--- config.mk ---
export PLATFORM = sky130hd
export DESIGN_NAME = nrcm_queue
export DESIGN_NICKNAME = d
export VERILOG_FILES = /design/src/nrcm_pkg.sv /design/src/nrcm_queue.sv
export SDC_FILE = /design/constraint.sdc
export NUM_CORES = 1
export LEC_CHECK = 0
export ABC_AREA = 1
export BUFFER_PORTS_ARGS = -buffer_cell sky130_fd_sc_hd__buf_4
export CAP_MARGIN = 15
export CORE_MARGIN = 5
export CORE_UTILIZATION = 49
export CTS_BUF_LIST = sky130_fd_sc_hd__clkbuf_8 sky130_fd_sc_hd__clkbuf_16
export CTS_CLUSTER_DIAMETER = 40
export DETAILED_ROUTE_END_ITERATION = 6
export PLACE_DENSITY = 0.8
export SLEW_MARGIN = 5
export SYNTH_ARGS = -nofsm -noshare
export SYNTH_HDL_FRONTEND = slang
export SYNTH_SLANG_ARGS = --single-unit
export TNS_END_PERCENT = 5
--- constraint.sdc ---
create_clock -name clk -period 1.6 [get_ports clk]
set_input_delay 0.08 -clock clk [delete_from_list [all_inputs] [get_ports clk]]
set_output_delay 0.08 -clock clk [all_outputs]
set_load 0.05 [all_outputs]
--- src/nrcm_pkg.sv ---
// Shared types and constants for the row/column-major reorder block.
// No dependencies; every other file of the block imports this package.
package nrcm_pkg;

	localparam int LANES     = 4;   // dimensions handled by the index datapath
	localparam int DATA_W    = 64;
	localparam int IDX_W     = 48;
	localparam int OFS_W     = 52;
	localparam int SIZE_W    = 5;
	localparam int EXT_REG_W = 13;
	localparam int NDIM_W    = 3;
	localparam int CFG_IDX_W = 3;
	localparam int CFG_W     = EXT_REG_W;
	localparam int MAX_ELEM_BYTES = 16;

	localparam logic [NDIM_W-1:0]    RST_NUM_DIMS   = 3'd2;
	localparam logic [EXT_REG_W-1:0] RST_EXTENT     = 13'd1;
	localparam logic [SIZE_W-1:0]    RST_ELEM_BYTES = 5'd8;

	typedef enum logic [CFG_IDX_W-1:0] {
		REG_NUM_DIMS      = 3'd0,
		REG_EXTENT_0      = 3'd1,
		REG_EXTENT_1      = 3'd2,
		REG_EXTENT_2      = 3'd3,
		REG_EXTENT_3      = 3'd4,
		REG_DIRECTION     = 3'd5,
		REG_ELEMENT_BYTES = 3'd6,
		REG_COMPLEX_SPLIT = 3'd7
	} cfg_reg_e;

	// Decoded configuration shared by the front and back parts.
	typedef struct packed {
		logic [NDIM_W-1:0] num_dims;
		logic              dims_ok;
		logic              direction;
		logic [SIZE_W-1:0] src_bytes;
		logic [SIZE_W-1:0] dst_bytes;
	} nrcm_ctrl_t;

	typedef struct packed {
		logic full;
		logic empty;
	} nrcm_qstat_t;

endpackage

--- src/nrcm_queue.sv ---
// Small flop-based FIFO that decouples the front part from the back part.
// Depends on nrcm_pkg for the status struct.
module nrcm_queue import nrcm_pkg::*; #(
	parameter int WIDTH = 8,
	parameter int DEPTH = 2
) (
	input  logic             clk,
	input  logic             arst_n,
	input  logic             push,
	input  logic [WIDTH-1:0] wdata,
	input  logic             pop,
	output logic [WIDTH-1:0] rdata,
	output nrcm_qstat_t      stat
);

	localparam int PW = (DEPTH > 1) ? $clog2(DEPTH) : 1;
	localparam int NW = $clog2(DEPTH + 1);

	logic [WIDTH-1:0] mem_q [DEPTH];
	logic [PW-1:0]    wr_ptr_q;
	logic [PW-1:0]    rd_ptr_q;
	logic [NW-1:0]    count_q;

	always_ff @(posedge clk or negedge arst_n) begin
		if (!arst_n) begin
			wr_ptr_q <= '0;
			rd_ptr_q <= '0;
			count_q  <= '0;
		end else begin
			if (push) begin
				wr_ptr_q <= (wr_ptr_q == PW'(DEPTH - 1)) ? '0 : wr_ptr_q + PW'(1);
			end
			if (pop) begin
				rd_ptr_q <= (rd_ptr_q == PW'(DEPTH - 1)) ? '0 : rd_ptr_q + PW'(1);
			end
			if (push && !pop) begin
				count_q <= count_q + NW'(1);
			end else if (pop && !push) begin
				count_q <= count_q - NW'(1);
			end
		end
	end

	always_ff @(posedge clk) begin
		if (push) begin
			mem_q[wr_ptr_q] <= wdata;
		end
	end

	assign rdata      = mem_q[rd_ptr_q];
	assign stat.full  = (count_q == NW'(DEPTH));
	assign stat.empty = (count_q == '0);

endmodule

==> results.yml <==
status:
  status: "complete, no violations"
cts:
  cts.path.max_buffers: 2
  clkSinkCount: 20
  cts_tree: "done"
  cts-htree-levels: 1
  clock_latency_ps: 250
  cts_resized: 0
  cts_made_buffers: 3
  path_clk_slew_ps: 70
  cts_root_buf: "clkbuf_8"
pwr:
  power.density_mw_per_mm2: 1930
  ir_drop_v: 0.00135
  leakage_nw: 0.487
synthesis:
  synth_area_um2: 818
  synthTopCellsByArea: "edfxtp_1 (59%), mux2_4 (15%), dfrtp_1 (12%)"
  yosys.area.top_type_share: 0.587
  yosysTopAreaCell: "edfxtp_1"
  synth_cells: 50
  synth_nets: 63
  yosys_register_bits: 20
  yosys_warnings: 0
  syn_area_per_cell_um2: 16.4
  ys_seq_area_frac: 0.709
  ys_types: 12
worst_setup_path:
  critPathLaunchType: "register"
  cp.arrival_ps: 1460
  critPathKind: "reg2out"
  cpMaxStageDelayCell: "dfrtp_1"
  crit_fanout: 9
  crit_path_max_incr_delay_ps: 670
  worstSetupEndpointType: "primary output"
  crit_required_ps: 1520
  crit_chain: "mux2_4 -> buf_4"
global_routing:
  grt_start_max_net_pins: 12
  grt-ovfl-total: 0
  grt_pass1_wl_um: 2000
  grt_use_met1: 0.109
  grt_pass1_vias: 446
  top_usage_layer: "met2"
  grtUsageTotal: 0.110
  met2_usage: 0.200
  antenna_found_initial: 0
  grt_use_met3: 0.0291
finish:
  fin_area_mm2: 0.00108
  n_antenna_cell: 0
  synthToLayoutAreaGrowth_pct: 31.7
  drive_gt1_frac: 0.418
  final_common_cell: "buf_4"
  final_cell_mix: "buf_4 (22), edfxtp_1 (16), mux2_4 (8)"
  fin_nets: 93
routing:
  drtAntennaViolNets: 0
  wl_per_cell_um: 14.5
  drc: 0
  drt_first_pass_iters: 2
  vias_per_cell: 5.00
  wl_um: 1380
  drtIter0Drc: 4
  vias: 475
die:
  coreArea_mm2: 0.00154
  die_w_um: 50.9
  die_h_um: 50.9
  start_util: 0.531
  rows: 14
  io_pins: 22
  dieArea_mm2: 0.00259
timing:
  clock.fmax_ghz: 0.648
  worstMarginPinSlew_ps: 523
  maxSlewViolCount: 0
  clock_skew_ps: 3.28
  rsz0062_at_grt: "no"
  fin_crit_sh: 0.965
  relSlewSlack: 0.651
  period_needed_ps: 1540
  hold_viol: 0
  finalSetupViolCount: 0
  fin_setup_tns_ps: 0
placement:
  hpwl_um: 908
  dpl_cell_area_um2: 992
  globalplace.congestion: 0.755
  io_buffers: 21
worst_hold_path:
  hp-class: "in2reg"
job:
  drv_cap: 0
==> metrics by stage <==
step	setup WS, ps	power, mW	utilization	hold WS, ps	cells
detailed placement	340	1.76	0.644	-120	87
global placement	347	1.74	0.644	-120	87
CTS	55.7	2.09	0.679	6.75	92
finish	56.8	2.07	0.699	14.4	95
global route	24.3	2.16	0.699	1.68	95
floorplan	445	1.53	-	-216	50
==> area by class of cell <==
type / count / area (um2)
well taps: 16 / 20.0
clock inverters: 1 / 3.75
clock buffers: 3 / 41.3
inverters: 7 / 26.3
repair buffers: 26 / 205
fillers: 106 / 464
flip-flops and latches: 20 / 581
multi-input cells: 22 / 200
==> worst paths after layout <==
kind                       startpoint     endpoint  slack [ps]  depth (start not counted)
min in group asynchronous      arst_n   count_q[0]         180                          2
max in group asynchronous      arst_n     rd_ptr_q        1320                          2
setup reg to reg             wr_ptr_q  mem_q[1][2]         580                          2
hold reg to reg            count_q[1]   count_q[1]         500                          2
setup / recovery             rd_ptr_q     rdata[6]          60                          2
hold / removal               wdata[0]  mem_q[0][0]          10                          1
==> routing by layer <==
metal / up-vias / share of wire / routed length (um)
met5: - / 0 / 0
met4: 0 / 0.0087 / 12
met3: 2 / 0.068 / 94
met2: 13 / 0.56 / 771
met1: 230 / 0.36 / 496
li1: 230 / - / -
==> Yosys cell counts <==
master,n
edfxtp_1,16
mux2_4,8
inv_1,7
nand2_1,5
dfrtp_1,4
nor2_1,3
xor2_1,2
buf_6,1
ha_1,1
nand3_1,1
nand4_1,1
xnor2_1,1
==> power breakdown <==
| part | total [mW] | internal [mW] | switching (mW) |
|---|---|---|---|
| sequential | 0.823 | 0.707 | 0.117 |
| combinational | 0.934 | 0.363 | 0.571 |
| clock | 0.317 | 0.170 | 0.147 |
| total | 2.07 | 1.24 | 0.834 |
==> registers in the layout, indices dropped and copies added (netlist names) <==
signal and flops:
mem_q 16, count_q 2, rd_ptr_q 1, wr_ptr_q 1
==> repair_timing <==
item | in CTS | in global routing
buffers inserted | 0 | 0
hold buffers | 1 | 3
hold endpoints to repair | 4 | 5
==> worst max-delay path: cells and delay by family (launching register included) <==
family	cells	cell delay (ps)
mux	1	350
flops	1	670
buf+inv	1	190
==> cells by family after synthesis <==
kind of cell  after synthesis  share of synthesized area
xor+xnor                    3                     0.0321
simple gates               10                     0.0505
buf+inv                     8                     0.0459
flops                      20                      0.709
mux                         8                      0.147
fa+ha+maj                   1                     0.0153
Power figures use the tool's default switching activity.
