[config.mk]
export PLATFORM = sky130hd
export DESIGN_NAME = nrcm_front_flat
export DESIGN_NICKNAME = d
export VERILOG_FILES = /design/src/nrcm_pkg.sv /design/src/nrcm_in_if.sv /design/src/nrcm_front.sv /design/src/flat_wrapper.sv
export SDC_FILE = /design/constraint.sdc
export NUM_CORES = 1
export LEC_CHECK = 0
export ABC_AREA = 0
export BUFFER_PORTS_ARGS = -buffer_cell sky130_fd_sc_hd__buf_2
export CAP_MARGIN = 10
export CORE_MARGIN = 1.5
export CORE_UTILIZATION = 23
export DETAILED_ROUTE_END_ITERATION = 12
export SLEW_MARGIN = 20
export SYNTH_ARGS = -nofsm -noshare
export SYNTH_HDL_FRONTEND = slang
export SYNTH_SLANG_ARGS = --single-unit
export TNS_END_PERCENT = 1
[constraint.sdc]
create_clock -name clk -period 11.9 [get_ports clk]
set_clock_uncertainty 0.05 [all_clocks]
set_input_delay 2.38 -clock clk [delete_from_list [all_inputs] [get_ports clk]]
set_output_delay 2.38 -clock clk [all_outputs]
set_load 0.05 [all_outputs]
[src/nrcm_pkg.sv]
// Shared types and constants for the row/column-major reorder block.
// No dependencies; every other file of the block imports this package.
package nrcm_pkg;

	localparam int LANES     = 4;   // dimensions handled by the index datapath
	localparam int DATA_W    = 64;
	localparam int IDX_W     = 48;
	localparam int OFS_W     = 52;
	localparam int SIZE_W    = 5;
	localparam int EXT_REG_W = 13;
	localparam int NDIM_W    = 3;
	localparam int CFG_IDX_W = 3;
	localparam int CFG_W     = EXT_REG_W;
	localparam int MAX_ELEM_BYTES = 16;

	localparam logic [NDIM_W-1:0]    RST_NUM_DIMS   = 3'd2;
	localparam logic [EXT_REG_W-1:0] RST_EXTENT     = 13'd1;
	localparam logic [SIZE_W-1:0]    RST_ELEM_BYTES = 5'd8;

	typedef enum logic [CFG_IDX_W-1:0] {
		REG_NUM_DIMS      = 3'd0,
		REG_EXTENT_0      = 3'd1,
		REG_EXTENT_1      = 3'd2,
		REG_EXTENT_2      = 3'd3,
		REG_EXTENT_3      = 3'd4,
		REG_DIRECTION     = 3'd5,
		REG_ELEMENT_BYTES = 3'd6,
		REG_COMPLEX_SPLIT = 3'd7
	} cfg_reg_e;

	// Decoded configuration shared by the front and back parts.
	typedef struct packed {
		logic [NDIM_W-1:0] num_dims;
		logic              dims_ok;
		logic              direction;
		logic [SIZE_W-1:0] src_bytes;
		logic [SIZE_W-1:0] dst_bytes;
	} nrcm_ctrl_t;

	typedef struct packed {
		logic full;
		logic empty;
	} nrcm_qstat_t;

endpackage

[src/nrcm_in_if.sv]
// Input channel of the reorder block: one element per item.
// Depends on nrcm_pkg for the data width.
interface nrcm_in_if import nrcm_pkg::*; ();
	logic              valid;
	logic              ready;
	logic [DATA_W-1:0] data_low;
	logic [DATA_W-1:0] data_high;

	modport source (output valid, data_low, data_high, input ready);
	modport sink   (input valid, data_low, data_high, output ready);
endinterface

[src/nrcm_front.sv]
// Front part: accepts elements, flags a bad dimension count and walks the
// position counters in source order. Depends on nrcm_pkg and nrcm_in_if.
module nrcm_front import nrcm_pkg::*; #(
	parameter int CW       = 12,
	parameter int EW       = 13,
	parameter int MAX_DIMS = 4
) (
	input  logic                       clk,
	input  logic                       arst_n,
	nrcm_in_if.sink                    din,
	input  logic                       clear,
	input  logic [LANES-1:0][EW-1:0]   ext,
	input  nrcm_ctrl_t                 ctrl,
	input  logic                       q_full,
	output logic                       push,
	output logic [LANES-1:0][CW-1:0]   cnt,
	output logic                       done,
	output logic                       err,
	output logic [DATA_W-1:0]          data_low,
	output logic [DATA_W-1:0]          data_high
);

	logic [MAX_DIMS-1:0][CW-1:0] cnt_q;
	logic [MAX_DIMS-1:0][CW-1:0] cnt_nxt;
	logic                        wrap;

	assign din.ready = !q_full;
	assign push      = din.valid && din.ready;

	// Step the fastest dimension of the source order; a carry ripples to the
	// next one and all used counters wrap after the last element.
	always_comb begin
		int   d;
		logic carry;
		cnt_nxt = cnt_q;
		carry   = 1'b1;
		for (int k = 0; k < MAX_DIMS; k++) begin
			d = ctrl.direction ? k : MAX_DIMS - 1 - k;
			if (carry && (NDIM_W'(d) < ctrl.num_dims)) begin
				if (EW'(cnt_q[d]) + EW'(1) >= ext[d]) begin
					cnt_nxt[d] = '0;
				end else begin
					cnt_nxt[d] = cnt_q[d] + CW'(1);
					carry      = 1'b0;
				end
			end
		end
		wrap = carry;
	end

	always_ff @(posedge clk or negedge arst_n) begin
		if (!arst_n) begin
			cnt_q <= '0;
		end else if (clear) begin
			cnt_q <= '0;
		end else if (push && ctrl.dims_ok) begin
			cnt_q <= cnt_nxt;
		end
	end

	for (genvar g = 0; g < LANES; g++) begin : g_lane
		if (g < MAX_DIMS) begin : g_used
			assign cnt[g] = cnt_q[g];
		end else begin : g_unused
			assign cnt[g] = '0;
		end
	end

	assign done      = wrap && ctrl.dims_ok;
	assign err       = !ctrl.dims_ok;
	assign data_low  = din.data_low;
	assign data_high = din.data_high;

endmodule

[src/flat_wrapper.sv]
// flat-port wrapper written by rule: the top's interface ports become plain ports
module nrcm_front_flat import nrcm_pkg::*;
#(
	parameter int CW       = 12,
	parameter int EW       = 13,
	parameter int MAX_DIMS = 4
)
  (clk, arst_n, clear, ext, ctrl, q_full, push, cnt, done, err, data_low, data_high, din_valid, din_data_low, din_data_high, din_ready);
  nrcm_in_if din_i ();
  input  logic clk;
  input  logic arst_n;
  input  logic clear;
  input  logic [LANES-1:0][EW-1:0] ext;
  input  nrcm_ctrl_t ctrl;
  input  logic q_full;
  output logic push;
  output logic [LANES-1:0][CW-1:0] cnt;
  output logic done;
  output logic err;
  output logic [DATA_W-1:0] data_low;
  output logic [DATA_W-1:0] data_high;
  input wire logic [$bits(din_i.valid)-1:0] din_valid;
  input wire logic [$bits(din_i.data_low)-1:0] din_data_low;
  input wire logic [$bits(din_i.data_high)-1:0] din_data_high;
  output wire logic [$bits(din_i.ready)-1:0] din_ready;
  assign din_i.valid = din_valid;
  assign din_i.data_low = din_data_low;
  assign din_i.data_high = din_data_high;
  assign din_ready = din_i.ready;
  nrcm_front #(.CW(CW), .EW(EW), .MAX_DIMS(MAX_DIMS)) u_core (.clk(clk), .arst_n(arst_n), .din(din_i), .clear(clear), .ext(ext), .ctrl(ctrl), .q_full(q_full), .push(push), .cnt(cnt), .done(done), .err(err), .data_low(data_low), .data_high(data_high));
endmodule
==> impl_results.md <==
* Die area at 0.0321 mm^2
* Reg2Reg Depth at 16
* HPWL after DPL at 17600 um
* Fmax at just over 100 MHz
* Worst Setup Path Type: in -> out
* Sequential share of the synthesized area at roughly 17%
* Critical Path, Cell by Cell: buf_6 -> buf_4 -> nand3_1 -> o21ai_0 -> nand2_1 -> nor3_1 -> nand2_1 -> xor2_1 -> mux2i_2 -> ha_1 -> nand3_1 -> o41ai_1 -> or3_1 -> a211oi_1 -> nor2_1 -> nor3_1 -> nor4_1 -> buf_2
* NumNets Final at 1054
* Hold Path Class: reg -> reg
* Unique masters post-synth at 82
* Status: completed
* Final WS setup at 2.08 ns
* Placed Cells incl. Taps at 1185
* I/O Buffers at 113
* Total power at 0.410 mW
* Relative slew margins at between 30% and 40%
* WL/cell at 18.6 um
* Largest family of logic cells by synthesized area: compound AO/OA/AOI/OAI gates
* GR Util All Layers at 13.7%
* # clock sinks at 48
* Post-Synth XOR/XNOR Area at approximately 5.3%
* Fin area at 0.00719 mm^2
* Gate Count Post-Synth at 833
* Post_cts resized at 0
* Static leakage at 3.35 nW
* Final Hold Vio Count at 0
* Synth warn at 0
* # diodes at 0
* Total CTS buffers at 5
* RR Startpoint: u_core.cnt[36]$_DFFE_PN0P_
* Final core occ at 23.6%
* CP endpoint kind: output port
* Vias at 6071
* Clk_lat worst skew at 0.30 ns
* Final min period at 9.82 ns
* Critical path peak fanout at 61
* Share of cells above drive strength 1 at between 20% and 30%
* Post-synthesis adder-cell area fraction at 10.2%
* Syn_area_per_cell at 8.56 um^2
* Post-synth EDFFs at 0
* FF-to-FF End: u_core.cnt[2]$_DFFE_PN0P_
* Initial antenna violation count at 0
* Ports at 380
* Synthesis-to-finish area growth at 0.843%
* Setup crit start: ctrl[10]
* DR vias/cell at 5.09
* VDD IR max at 44.9 uV
* RSZ-0062 raised after global routing: false
* Post-CTS Hold Fix Bufs at 0
* Max Cap Viol at 0
* Buf+Inv Stages, Crit Path at 3
* Peak per-stage delay on the critical path at 0.66 ns
* Vias in the first global route at 5676
* Initial Utilization at 23.4%
* Post-synthesis net count at 1091
* R2r setup slk at between 6 and 7 ns
* Final Cycle Share at 82.5%
* CTS tree: done
* Largest net degree at the start of global routing at 62
* CP Launch Type: input port
* Power density cells at 57.0 mW/mm^2
* GP Congestion at around 0.86
* Largest delay share family, worst path: simple AND/OR/NAND/NOR gates
* Setup WS pre-CTS at 2.03 ns
* Final hold slack at 0.533 ns
* Core area at ~0.031 mm^2
* Req. time, crit path at approximately 9.5 ns
* Worst slew pin tran at 0.897 ns
* CP endpoint: done
* Post-DRT Antenna Nets at 0
* Final Max Tran Viols at 0
* Placed Area at 0.00705 mm^2
* First-pass GRT wire length at 33200 um
* DRT iter0 DRCs at 511
* Reg clk slew, reported paths at 0.07 ns
* DRC at 0
* Detailed Routing Iterations Pass 1 at 5
* GRT overflow at 0
* Simple-gate area share of the yosys netlist at between 10% and 20%
* Largest register FFs at 48
* Non-Filler Instances at 1192
* Mapped cell area at 0.00713 mm^2
* Max stage delay cell, worst path: buf_4
* Primary FF master, synth: dfrtp_1
* Total Routed Length at around 22000 um
* Flops & latches, synth at 48
* H-tree levels at 2
* Synth Area in Compound Gates at between 10% and 20%
* Die height at roughly 180 um
* Num rows at 64
* Post-synthesis mux area share at ~14%
* Total negative slack at 0 ns
* Asr flop ratio synth at 100%
* Final setup violation count at 0
* Post-CTS Setup Bufs at 0
* CTS max path bufs at 2
* Fillers at 3372
* Logic depth of the worst path, buffers included at 18
* CTS root buffer: clkbuf_16
* Worst EP arrival at between 7 and 8 ns
* Die X at roughly 180 um
tightest hold or removal path: stages (launching register included):
cell	delay (ns)
dfrtp_1	0.39
a22oi_1	0.09
o21ai_0	0.07
kinds of logic after synthesis:
family | Yosys count
XOR/XNOR | 43
adder cells (fa/ha/maj) | 58
flip-flops | 48
AO/OA/AOI/OAI | 181
AND/OR/NAND/NOR | 215
multiplexers | 98
buffers and inverters | 190
cell usage in the layout, fill, tap and decap left out, types with 4 or more instances in the layout:
cell type | synthesis | final
dfrtp_1 | 48 | 48
o31ai_1 | 5 | 5
mux2_2 | 14 | 14
inv_1 | 27 | 27
nand2b_1 | 7 | 7
o21ai_0 | 37 | 37
a31oi_1 | 9 | 9
a21oi_1 | 22 | 22
buf_4 | 136 | 6
a21o_1 | 12 | 12
a22oi_1 | 13 | 13
a221o_1 | 22 | 22
and3_1 | 5 | 5
nand3_1 | 40 | 40
buf_2 | 17 | 112
nor2b_1 | 9 | 9
and2_1 | 6 | 6
xor2_1 | 25 | 25
ha_1 | 58 | 58
and4_1 | 4 | 4
a32oi_1 | 4 | 4
mux2i_1 | 83 | 83
xnor2_1 | 18 | 18
clkbuf_16 | 0 | 5
nor2_1 | 48 | 48
nand2_1 | 53 | 53
nand4_1 | 9 | 9
o21ai_1 | 5 | 5
nor3_1 | 6 | 6
a211oi_1 | 7 | 7
metal layers:
| metal | track usage [%] | routed length [um] |
|---|---|---|
| met1 | 17.5 | 9190 |
| met2 | 23.6 | 10700 |
| met3 | 2.40 | 1770 |
| met4 | 3.51 | 491 |
| met5 | 0 | 0 |
report_power, final:
group	internal [mW]	switching (mW)	total, mW
clock	0.0767	0.0694	0.146
sequential	0.163	0.000843	0.164
combinational	0.0367	0.0629	0.0996
how the worst min path moves through the flow:
stage | start | end | slack (ns) | cells after the start
finish | u_core.cnt[46]$_DFFE_PN0P_ | u_core.cnt[46]$_DFFE_PN0P_ | 0.53 | 2
global route | u_core.cnt[6]$_DFFE_PN0P_ | u_core.cnt[6]$_DFFE_PN0P_ | 0.60 | 2
CTS | u_core.cnt[46]$_DFFE_PN0P_ | u_core.cnt[46]$_DFFE_PN0P_ | 0.54 | 2
detailed placement | u_core.cnt[46]$_DFFE_PN0P_ | u_core.cnt[46]$_DFFE_PN0P_ | 0.52 | 2
global placement | u_core.cnt[46]$_DFFE_PN0P_ | u_core.cnt[46]$_DFFE_PN0P_ | 0.52 | 2
floorplan | u_core.cnt[6]$_DFFE_PN0P_ | u_core.cnt[6]$_DFFE_PN0P_ | 0.74 | 2
cell type report:
| class | instances | area, um^2 | share of cell area, % |
|---|---|---|---|
| Tap cell | 396 | 495 | 6.89 |
| Multi-Input combinational cell | 595 | 4630 | 64.5 |
| Clock buffer | 5 | 125 | 1.74 |
| Timing Repair Buffer | 119 | 617 | 8.58 |
| Clock inverter | 2 | 12.5 | 0.174 |
| Sequential cell | 48 | 1200 | 16.7 |
| Inverter | 27 | 101 | 1.41 |
cell usage after synthesis, types with 4 or more instances:
cell	count	area, um^2
nor2b_1	9	56.3
nor3_1	6	30.0
and3_1	5	31.3
o21ai_1	5	25.0
buf_4	136	1020
a211oi_1	7	52.6
nand2b_1	7	43.8
inv_1	27	101
nand4_1	9	56.3
nand2_1	53	199
a21oi_1	22	110
xnor2_1	18	158
nor2_1	48	180
mux2_2	14	158
ha_1	58	726
a21o_1	12	90.1
a221o_1	22	220
a31oi_1	9	56.3
o31ai_1	5	37.5
dfrtp_1	48	1200
and4_1	4	35.0
o21ai_0	37	185
and2_1	6	37.5
buf_6	5	56.3
xor2_1	25	219
mux2i_1	83	831
buf_2	17	85.1
a32oi_1	4	35.0
a22oi_1	13	97.6
nand3_1	40	200
Power figures use the tool's default switching activity.
